--- config.mk ---
export PLATFORM = sky130hd
export DESIGN_NAME = battery_level_hysteresis_monitor_top
export DESIGN_NICKNAME = d
export VERILOG_FILES = /design/src/rtl/core/blhm_pkg.sv /design/src/rtl/core/blhm_front.sv /design/src/rtl/core/blhm_fifo.sv /design/src/rtl/core/blhm_back.sv /design/src/rtl/core/battery_level_hysteresis_monitor_top.sv
export SDC_FILE = /design/constraint.sdc
export NUM_CORES = 1
export LEC_CHECK = 0
export BUFFER_PORTS_ARGS = -buffer_cell sky130_fd_sc_hd__buf_2
export CAP_MARGIN = 40
export CORE_MARGIN = 5
export CORE_UTILIZATION = 65
export CTS_CLUSTER_DIAMETER = 50
export CTS_CLUSTER_SIZE = 20
export DETAILED_ROUTE_END_ITERATION = 10
export PLACE_DENSITY = 0.82
export SLEW_MARGIN = 20
export SYNTH_ARGS = -nofsm -noshare
export SYNTH_HDL_FRONTEND = slang
export SYNTH_SLANG_ARGS = --single-unit
--- constraint.sdc ---
create_clock -name clk -period 17.88 [get_ports clk]
set_clock_uncertainty 0.15 [all_clocks]
set_input_delay 0 -clock clk [delete_from_list [all_inputs] [get_ports clk]]
set_output_delay 0 -clock clk [all_outputs]
set_load 0.005 [all_outputs]
--- src/rtl/core/blhm_pkg.sv ---
// ----------------------------------------------------------------------------
// blhm_pkg
// Types and constants shared by the battery level monitor modules.
// ----------------------------------------------------------------------------
package blhm_pkg;

	localparam int unsigned PCT_W     = 10;
	localparam int unsigned MV_W      = 16;
	localparam int unsigned STAT_W    = 3;
	localparam int unsigned NUM_W     = MV_W + PCT_W;
	localparam int unsigned QUOT_BITS = 10;
	localparam int unsigned CNT_W     = $clog2(QUOT_BITS);
	localparam int unsigned REG_IDX_W = 3;
	localparam int unsigned REG_DAT_W = 16;

	localparam logic [PCT_W-1:0] PCT_MAX = PCT_W'(1000);
	localparam logic signed [15:0] DEADBAND_MA = 16'sd100;

	// supply status codes
	localparam logic [STAT_W-1:0] ST_UNKNOWN      = 3'd0;
	localparam logic [STAT_W-1:0] ST_CHARGING     = 3'd1;
	localparam logic [STAT_W-1:0] ST_DISCHARGING  = 3'd2;
	localparam logic [STAT_W-1:0] ST_NOT_CHARGING = 3'd3;
	localparam logic [STAT_W-1:0] ST_FULL         = 3'd4;

	// input mode codes
	localparam logic [1:0] MODE_RAW   = 2'd0;
	localparam logic [1:0] MODE_STATE = 2'd1;

	// register indexes
	localparam logic [REG_IDX_W-1:0] REG_INPUT_MODE     = 3'd0;
	localparam logic [REG_IDX_W-1:0] REG_VOLTAGE_EMPTY  = 3'd1;
	localparam logic [REG_IDX_W-1:0] REG_VOLTAGE_FULL   = 3'd2;
	localparam logic [REG_IDX_W-1:0] REG_LOW_SET        = 3'd3;
	localparam logic [REG_IDX_W-1:0] REG_LOW_CLEAR      = 3'd4;
	localparam logic [REG_IDX_W-1:0] REG_CRITICAL_SET   = 3'd5;
	localparam logic [REG_IDX_W-1:0] REG_CRITICAL_CLEAR = 3'd6;

	typedef struct packed {
		logic [15:0]        voltage_mv;
		logic               voltage_ok;
		logic signed [15:0] current_ma;
		logic               current_ok;
		logic [9:0]         reported_percent;
		logic               reported_percent_ok;
		logic [2:0]         reported_status;
	} in_item_t;

	typedef struct packed {
		logic [2:0] supply_status;
		logic [9:0] charge_percent;
		logic       charge_percent_ok;
		logic       low_event;
		logic       critical_event;
		logic       low_flag;
		logic       critical_flag;
	} out_item_t;

	typedef struct packed {
		logic [1:0]       input_mode;
		logic [MV_W-1:0]  voltage_empty_mv;
		logic [MV_W-1:0]  voltage_full_mv;
		logic [PCT_W-1:0] low_set_level;
		logic [PCT_W-1:0] low_clear_level;
		logic [PCT_W-1:0] critical_set_level;
		logic [PCT_W-1:0] critical_clear_level;
	} cfg_t;

	// classified sample handed from front to back
	typedef struct packed {
		logic [STAT_W-1:0] status;
		logic [PCT_W-1:0]  pct;
		logic              pct_ok;
		logic              div_req;
		logic [NUM_W-1:0]  num;
		logic [MV_W-1:0]   den;
	} work_t;

	typedef enum logic [1:0] {
		S_IDLE,
		S_DIV,
		S_DONE
	} back_state_t;

endpackage

--- src/rtl/core/blhm_front.sv ---
// ----------------------------------------------------------------------------
// blhm_front
// Classifies one sample: supply status, direct charge estimate, or the
// numerator and divisor for the voltage mapping.
// ----------------------------------------------------------------------------
module blhm_front import blhm_pkg::*; (
	input  cfg_t     cfg,
	input  in_item_t item,
	output work_t    work
);

	logic signed [15:0] ma;
	logic [STAT_W-1:0]  cur_stat;
	logic [STAT_W-1:0]  rep_stat;
	logic               map_ok;
	logic               map_div;
	logic [PCT_W-1:0]   map_pct;
	logic [MV_W-1:0]    span;
	logic [MV_W-1:0]    diff;

	always_comb begin
		ma = item.current_ma;
		if (ma < -DEADBAND_MA) begin
			cur_stat = ST_CHARGING;
		end else if (ma > DEADBAND_MA) begin
			cur_stat = ST_DISCHARGING;
		end else begin
			cur_stat = ST_NOT_CHARGING;
		end
		rep_stat = (item.reported_status > ST_FULL) ? ST_UNKNOWN : item.reported_status;
	end

	// linear voltage mapping; the middle of the range needs the divider
	always_comb begin
		span    = cfg.voltage_full_mv - cfg.voltage_empty_mv;
		diff    = item.voltage_mv - cfg.voltage_empty_mv;
		map_ok  = item.voltage_ok && (cfg.voltage_full_mv > cfg.voltage_empty_mv);
		map_div = 1'b0;
		map_pct = '0;
		if (item.voltage_mv <= cfg.voltage_empty_mv) begin
			map_pct = '0;
		end else if (item.voltage_mv >= cfg.voltage_full_mv) begin
			map_pct = PCT_MAX;
		end else begin
			map_div = map_ok;
		end
	end

	always_comb begin
		work.status  = ST_DISCHARGING;
		work.pct     = '0;
		work.pct_ok  = 1'b0;
		work.div_req = 1'b0;
		work.num     = NUM_W'(diff) * NUM_W'(PCT_MAX);
		work.den     = span;
		case (cfg.input_mode)
			MODE_RAW: begin
				work.status = item.current_ok ? cur_stat : ST_UNKNOWN;
			end
			MODE_STATE: begin
				work.status = item.current_ok ? cur_stat : rep_stat;
				if (item.reported_percent_ok) begin
					work.pct    = (item.reported_percent > PCT_MAX) ? PCT_MAX
						: item.reported_percent;
					work.pct_ok = 1'b1;
				end else if (map_ok) begin
					work.pct     = map_pct;
					work.pct_ok  = 1'b1;
					work.div_req = map_div;
				end
			end
			default: begin
				if (map_ok) begin
					work.pct     = map_pct;
					work.pct_ok  = 1'b1;
					work.div_req = map_div;
				end
			end
		endcase
	end

endmodule

--- src/rtl/core/blhm_fifo.sv ---
// ----------------------------------------------------------------------------
// blhm_fifo
// Short queue of classified samples between front and back.
// ----------------------------------------------------------------------------
module blhm_fifo import blhm_pkg::*; #(
	parameter int unsigned DEPTH = 2
) (
	input  logic  clk,
	input  logic  arst_n,
	input  logic  wr,
	input  work_t wr_data,
	output logic  full,
	input  logic  rd,
	output work_t rd_data,
	output logic  empty
);

	localparam int unsigned PTR_W = (DEPTH > 1) ? $clog2(DEPTH) : 1;
	localparam int unsigned CNT_W_Q = $clog2(DEPTH + 1);

	work_t              slot_q [DEPTH];
	logic [PTR_W-1:0]   wr_ptr_q;
	logic [PTR_W-1:0]   rd_ptr_q;
	logic [CNT_W_Q-1:0] count_q;
	logic               do_wr;
	logic               do_rd;

	assign full    = (count_q == CNT_W_Q'(DEPTH));
	assign empty   = (count_q == '0);
	assign do_wr   = wr && !full;
	assign do_rd   = rd && !empty;
	assign rd_data = slot_q[rd_ptr_q];

	always_ff @(posedge clk) begin
		if (do_wr) begin
			slot_q[wr_ptr_q] <= wr_data;
		end
	end

	always_ff @(posedge clk or negedge arst_n) begin
		if (!arst_n) begin
			wr_ptr_q <= '0;
			rd_ptr_q <= '0;
			count_q  <= '0;
		end else begin
			if (do_wr) begin
				wr_ptr_q <= (wr_ptr_q == PTR_W'(DEPTH - 1)) ? '0 : wr_ptr_q + 1'b1;
			end
			if (do_rd) begin
				rd_ptr_q <= (rd_ptr_q == PTR_W'(DEPTH - 1)) ? '0 : rd_ptr_q + 1'b1;
			end
			if (do_wr && !do_rd) begin
				count_q <= count_q + 1'b1;
			end else if (do_rd && !do_wr) begin
				count_q <= count_q - 1'b1;
			end
		end
	end

endmodule

--- src/rtl/core/blhm_back.sv ---
// ----------------------------------------------------------------------------
// blhm_back
// Runs the bit-serial divider when needed, updates the low and critical
// latches and holds the result for transfer.
// ----------------------------------------------------------------------------
module blhm_back import blhm_pkg::*; (
	input  logic      clk,
	input  logic      arst_n,
	input  cfg_t      cfg,
	input  logic      work_empty,
	input  work_t     work,
	output logic      work_pop,
	output logic      empty,
	input  logic      pop,
	output out_item_t out_item
);

	back_state_t       state_q;
	back_state_t       state_nxt;
	logic [STAT_W-1:0] status_q;
	logic [PCT_W-1:0]  pct_q;
	logic              pct_ok_q;
	logic [MV_W-1:0]   rem_q;
	logic [MV_W-1:0]   den_q;
	logic [QUOT_BITS-1:0] num_lo_q;
	logic [CNT_W-1:0]  cnt_q;
	logic              low_latch_q;
	logic              crit_latch_q;
	logic              out_valid_q;
	out_item_t         out_q;

	logic              load;
	logic              step;
	logic              done_fire;
	logic [MV_W:0]     trial;
	logic              trial_ge;
	logic [MV_W-1:0]   rem_nxt;
	logic              low_nxt;
	logic              crit_nxt;
	logic              low_ev;
	logic              crit_ev;

	// next state
	always_comb begin
		state_nxt = state_q;
		unique case (state_q)
			S_IDLE: begin
				if (!work_empty) begin
					state_nxt = work.div_req ? S_DIV : S_DONE;
				end
			end
			S_DIV: begin
				if (cnt_q == CNT_W'(QUOT_BITS - 1)) begin
					state_nxt = S_DONE;
				end
			end
			S_DONE: begin
				if (!out_valid_q || pop) begin
					state_nxt = S_IDLE;
				end
			end
			default: state_nxt = S_IDLE;
		endcase
	end

	// control outputs
	always_comb begin
		load      = 1'b0;
		step      = 1'b0;
		done_fire = 1'b0;
		unique case (state_q)
			S_IDLE:  load      = !work_empty;
			S_DIV:   step      = 1'b1;
			S_DONE:  done_fire = !out_valid_q || pop;
			default: ;
		endcase
	end

	assign work_pop = load;

	// restoring division step; remainder always stays below the divisor
	always_comb begin
		trial    = {rem_q, num_lo_q[QUOT_BITS-1]};
		trial_ge = trial >= {1'b0, den_q};
		rem_nxt  = trial_ge ? MV_W'(trial - {1'b0, den_q}) : trial[MV_W-1:0];
	end

	// latch update
	always_comb begin
		low_nxt  = low_latch_q;
		crit_nxt = crit_latch_q;
		low_ev   = 1'b0;
		crit_ev  = 1'b0;
		if (status_q == ST_CHARGING || status_q == ST_FULL) begin
			low_nxt  = 1'b0;
			crit_nxt = 1'b0;
		end else if (status_q != ST_DISCHARGING) begin
			if (pct_ok_q && pct_q > cfg.low_clear_level) begin
				low_nxt = 1'b0;
			end
			if (pct_ok_q && pct_q > cfg.critical_clear_level) begin
				crit_nxt = 1'b0;
			end
		end else if (pct_ok_q) begin
			if (pct_q < cfg.critical_set_level) begin
				// critical skips the low check
				if (!crit_latch_q) begin
					crit_ev  = 1'b1;
					crit_nxt = 1'b1;
				end
			end else begin
				if (pct_q > cfg.critical_clear_level) begin
					crit_nxt = 1'b0;
				end
				if (pct_q < cfg.low_set_level) begin
					if (!low_latch_q) begin
						low_ev  = 1'b1;
						low_nxt = 1'b1;
					end
				end else if (pct_q > cfg.low_clear_level) begin
					low_nxt = 1'b0;
				end
			end
		end
	end

	always_ff @(posedge clk) begin
		if (load) begin
			status_q <= work.status;
			pct_q    <= work.pct;
			pct_ok_q <= work.pct_ok;
			den_q    <= work.den;
			rem_q    <= work.num[NUM_W-1:QUOT_BITS];
			num_lo_q <= work.num[QUOT_BITS-1:0];
		end else if (step) begin
			rem_q    <= rem_nxt;
			num_lo_q <= {num_lo_q[QUOT_BITS-2:0], 1'b0};
			pct_q    <= {pct_q[PCT_W-2:0], trial_ge};
		end
		if (done_fire) begin
			out_q.supply_status     <= status_q;
			out_q.charge_percent    <= pct_q;
			out_q.charge_percent_ok <= pct_ok_q;
			out_q.low_event         <= low_ev;
			out_q.critical_event    <= crit_ev;
			out_q.low_flag          <= low_nxt;
			out_q.critical_flag     <= crit_nxt;
		end
	end

	always_ff @(posedge clk or negedge arst_n) begin
		if (!arst_n) begin
			state_q      <= S_IDLE;
			cnt_q        <= '0;
			low_latch_q  <= 1'b0;
			crit_latch_q <= 1'b0;
			out_valid_q  <= 1'b0;
		end else begin
			state_q <= state_nxt;
			if (load) begin
				cnt_q <= '0;
			end else if (step) begin
				cnt_q <= cnt_q + 1'b1;
			end
			if (done_fire) begin
				low_latch_q  <= low_nxt;
				crit_latch_q <= crit_nxt;
				out_valid_q  <= 1'b1;
			end else if (pop) begin
				out_valid_q <= 1'b0;
			end
		end
	end

	assign empty    = !out_valid_q;
	assign out_item = out_q;

endmodule

--- src/rtl/core/battery_level_hysteresis_monitor_top.sv ---
// ----------------------------------------------------------------------------
// battery_level_hysteresis_monitor_top
// Battery charge estimate with low and critical alarms and hysteresis.
//
//   channel   handshake        payload
//   input     push / full      in_item  (in_item_t)
//   result    empty / pop      out_item (out_item_t)
//   config    wr_en            wr_index, wr_data
//
// A sample that needs the voltage division passes through the back end
// as load, 10 divider steps, then the result; others skip the steps.
// The 10-step restoring divider sets the rate for mapped samples.
// The front takes new samples into the queue while the back is busy.
// Reset clears both latches and loads the register defaults.
// ----------------------------------------------------------------------------
module battery_level_hysteresis_monitor_top import blhm_pkg::*; #(
	parameter int unsigned QUEUE_DEPTH = 2
) (
	input  logic                 clk,
	input  logic                 arst_n,
	input  logic                 push,
	output logic                 full,
	input  in_item_t             in_item,
	output logic                 empty,
	input  logic                 pop,
	output out_item_t            out_item,
	input  logic                 wr_en,
	input  logic [REG_IDX_W-1:0] wr_index,
	input  logic [REG_DAT_W-1:0] wr_data
);

	cfg_t  cfg_q;
	work_t work_in;
	work_t work_out;
	logic  work_empty;
	logic  work_pop;

	always_ff @(posedge clk or negedge arst_n) begin
		if (!arst_n) begin
			cfg_q.input_mode           <= MODE_RAW;
			cfg_q.voltage_empty_mv     <= MV_W'(9000);
			cfg_q.voltage_full_mv      <= MV_W'(12600);
			cfg_q.low_set_level        <= PCT_W'(300);
			cfg_q.low_clear_level      <= PCT_W'(350);
			cfg_q.critical_set_level   <= PCT_W'(50);
			cfg_q.critical_clear_level <= PCT_W'(80);
		end else if (wr_en) begin
			unique case (wr_index)
				REG_INPUT_MODE:     cfg_q.input_mode           <= wr_data[1:0];
				REG_VOLTAGE_EMPTY:  cfg_q.voltage_empty_mv     <= wr_data;
				REG_VOLTAGE_FULL:   cfg_q.voltage_full_mv      <= wr_data;
				REG_LOW_SET:        cfg_q.low_set_level        <= wr_data[PCT_W-1:0];
				REG_LOW_CLEAR:      cfg_q.low_clear_level      <= wr_data[PCT_W-1:0];
				REG_CRITICAL_SET:   cfg_q.critical_set_level   <= wr_data[PCT_W-1:0];
				REG_CRITICAL_CLEAR: cfg_q.critical_clear_level <= wr_data[PCT_W-1:0];
				default: ;
			endcase
		end
	end

	blhm_front u_front (
		.cfg  (cfg_q),
		.item (in_item),
		.work (work_in)
	);

	blhm_fifo #(
		.DEPTH (QUEUE_DEPTH)
	) u_fifo (
		.clk     (clk),
		.arst_n  (arst_n),
		.wr      (push),
		.wr_data (work_in),
		.full    (full),
		.rd      (work_pop),
		.rd_data (work_out),
		.empty   (work_empty)
	);

	blhm_back u_back (
		.clk        (clk),
		.arst_n     (arst_n),
		.cfg        (cfg_q),
		.work_empty (work_empty),
		.work       (work_out),
		.work_pop   (work_pop),
		.empty      (empty),
		.pop        (pop),
		.out_item   (out_item)
	);

endmodule

==> metrics <==
IO buf count=91; nets@finish=1931; Critical Path End Type=flop; vias in the first global route=12000; Ant. Diodes=0; clock latency on the worst-skew pair=0.56 ns; initial drt markers=1028; DP HPWL=27.7 mm; Post-CTS Setup Bufs=0; WHS Endpoint=cfg_q[54]; total wire length=38.2 mm; Placement Rows=58; first-pass GRT wire length=61.6 mm; arrival time at the worst endpoint=6.61 ns; Worst-path clk slew=0.07 ns; Max stage delay cell, worst path=a2111oi_0; register bit total from synthesis=266; wire length on met2=18.6 mm; total number of vias=12000; max_slew headroom=48.1%; Req. time, crit path=18.03 ns; post-synthesis async set-or-reset flop share=32.7%; DR WL met3=1.93 mm; CTS Buf Count=27; H-tree Lvls=1; DRC=0; Clock Sink Count=266; M1 wire length=16.7 mm; CTS max path bufs=3; die area=29000 um^2; CTS tree=yes; Mapped Cells=1487; core outline area=25300 um^2; GRT Resource Usage Total=26.4%; post_cts resized=0; slew of the pin with the lowest slew margin=0.770 ns; antenna violation net count after detailed routing=0; Initial Utilization=66.1%; Hold Path Class=in -> reg; fmax=0.155 GHz; IO Pins=92; sequential area share after synthesis=45.4%; commonest register cell after synthesis=edfxtp_1; RSZ-0062 raised after global routing=no; Synth area leader=edfxtp_1; Area Growth Syn to Fin=15.0%; total grt overflow=0; FF-to-FF End=u_fifo.slot_q[1][35]; drt via density=5.97; max-cap violations=0; Synth top area share=32.2%; Post-synth EDFFs=179; Cell Area, Synth=16700 um^2; R2R cell count=20; Fillers=1604; cell mode on critical path=fa_1; initial antenna violation count=0; Hold Fails Final Rpt=0; most common library cells after synthesis=inv_1 (185), edfxtp_1 (179), ha_1 (154); Final Wtd Congestion=0.934; Worst Min Path Start=wr_data[14]; CP cell instances=ha_1 -> fa_1 -> nand2b_1 -> a21oi_1 -> xor2_1 -> inv_1 -> xnor2_1 -> fa_1 -> inv_1 -> fa_1 -> inv_1 -> fa_1 -> ha_1 -> o21ai_0 -> o21ai_0 -> a2111oi_0 -> o221a_2 -> o21bai_1 -> a21o_1 -> xor2_1; Worst R2R Start=cfg_q[56]; chip height=170 um; Synth warnings=0; share of cells above drive strength 1=15.9%; Crit Path Category=reg -> reg; status=complete, no violations; leading post-synthesis cells by cell area=edfxtp_1 (32%), ha_1 (12%), dfrtp_1 (9.1%); CTS root buf=clkbuf_16; Hold Path Cell Cnt=4; drt first pass iters=5; highest metal layer with signal wires=met4; routed wire length per instance=19.0 um; library cells used by synthesis=79; largest net degree at the start of global routing=75; Setup TNS=0 ns; crit-path max FO=8; Setup-failing EPs final=0; most numerous cell in the Yosys netlist=inv_1; post-synth net total=1762; CP Launch Type=flop; Final Max Tran Viols=0; Max stage delay on crit path=0.59 ns; hold buffers post-CTS=65; fin crit share=36.1%; fin crit period=6.46 ns; Avg Cell Area, Syn=11.2 um^2; FF-to-FF setup slack=11.42 ns; Die Wd=170 um
==> through the flow <==
step                      std cells  hold WS (ns)  cell area [um^2]  setup slack (ns)  utilization, %
final                          2007        0.0897             19200             11.42            76.0
after global routing           2007         0.111             19200             11.15            76.0
after CTS                      2007        0.0651             19200             11.60            76.0
after detailed placement       1892        -0.296             17600             11.56            69.6
after global placement         1890        -0.300             17600             11.78            69.5
after floorplan                1487        -0.446             16700             12.16               -
==> logic make-up after synthesis <==
kind of cell               synth area share (%)
muxes                                      5.50
xor gates and xnor gates                   4.39
DFF                                        45.4
buffers and inverters                      4.91
and+or+nand+nor                            8.88
AOI/OAI and AO/OA                          13.3
adders and majority gates                  17.6
==> how the worst max path moves through the flow <==
stage / to / startpoint / cells after the start / slack [ns]
after floorplan: u_fifo.slot_q[0][35] / cfg_q[56] / 21 / 12.16
after global placement: u_fifo.slot_q[0][35] / cfg_q[56] / 20 / 11.78
after detailed placement: u_fifo.slot_q[0][35] / cfg_q[56] / 20 / 11.56
after CTS: u_fifo.slot_q[1][35] / cfg_q[56] / 20 / 11.60
after global routing: u_fifo.slot_q[1][35] / cfg_q[56] / 20 / 11.15
final: u_fifo.slot_q[1][35] / cfg_q[56] / 20 / 11.42
==> sequential cells by signal, summed over array words and instances (netlist names) <==
register	flops
cfg_q	74
u_back.cnt_q	4
u_back.crit_latch_q	1
u_back.den_q	16
u_back.low_latch_q	1
u_back.num_lo_q	7
u_back.out_item	18
u_back.out_valid_q	1
u_back.pct_ok_q	1
u_back.pct_q	10
u_back.rem_q	16
u_back.state_q	2
u_back.status_q	3
u_fifo.count_q	2
u_fifo.rd_ptr_q	1
u_fifo.slot_q	108
u_fifo.wr_ptr_q	1
==> critical path, delay by kind of cell, from the launching register on <==
family,cells,cell delay (ns)
compound gates,7,1.82
xor+xnor,3,0.87
fa+ha+maj,6,2.51
buf+inv,3,0.26
flops,1,0.41
simple gates,1,0.19
==> area by class of cell <==
class	instances	area, um^2	share of cell area [%]
clock inverter	20	260	1.36
timing repair buffer	170	1220	6.37
inverter	185	694	3.62
sequential	266	7590	39.5
multi-input combinational	1006	8310	43.3
clock buffer	30	707	3.68
tap	330	413	2.15
==> placed cells by master (no fill, tap or decap), types with 11 or more instances in the layout <==
| cell | synthesis | final |
|---|---|---|
| o21ai_0 | 110 | 110 |
| a21oi_1 | 76 | 76 |
| mux2_2 | 54 | 54 |
| nand2_1 | 104 | 104 |
| mux2i_1 | 31 | 31 |
| nand4_1 | 20 | 20 |
| xor2_1 | 24 | 24 |
| buf_4 | 1 | 13 |
| fa_1 | 49 | 49 |
| dlygate4sd3_1 | 0 | 65 |
| nor2_1 | 49 | 48 |
| xnor2_1 | 46 | 46 |
| a211oi_1 | 23 | 23 |
| dfrtp_1 | 61 | 60 |
| o21a_1 | 11 | 11 |
| clkbuf_16 | 0 | 27 |
| nand3_1 | 17 | 17 |
| nand2b_1 | 20 | 20 |
| a21o_1 | 37 | 37 |
| o21bai_1 | 11 | 11 |
| edfxtp_1 | 179 | 179 |
| buf_2 | 1 | 90 |
| nor3_1 | 18 | 18 |
| dfstp_2 | 26 | 26 |
| ha_1 | 154 | 154 |
| inv_1 | 185 | 185 |
| nor2b_1 | 16 | 16 |
==> metal layers <==
metal  global-route usage [%]  vias up
li1                         -     5665
met1                     36.9     5863
met2                     45.0      382
met3                     2.69       75
met4                     6.32        0
met5                        0        -
Power is left out: the tool's default activity adds up to more than one toggle a clock period on the data nets, which glitch-free logic cannot reach.
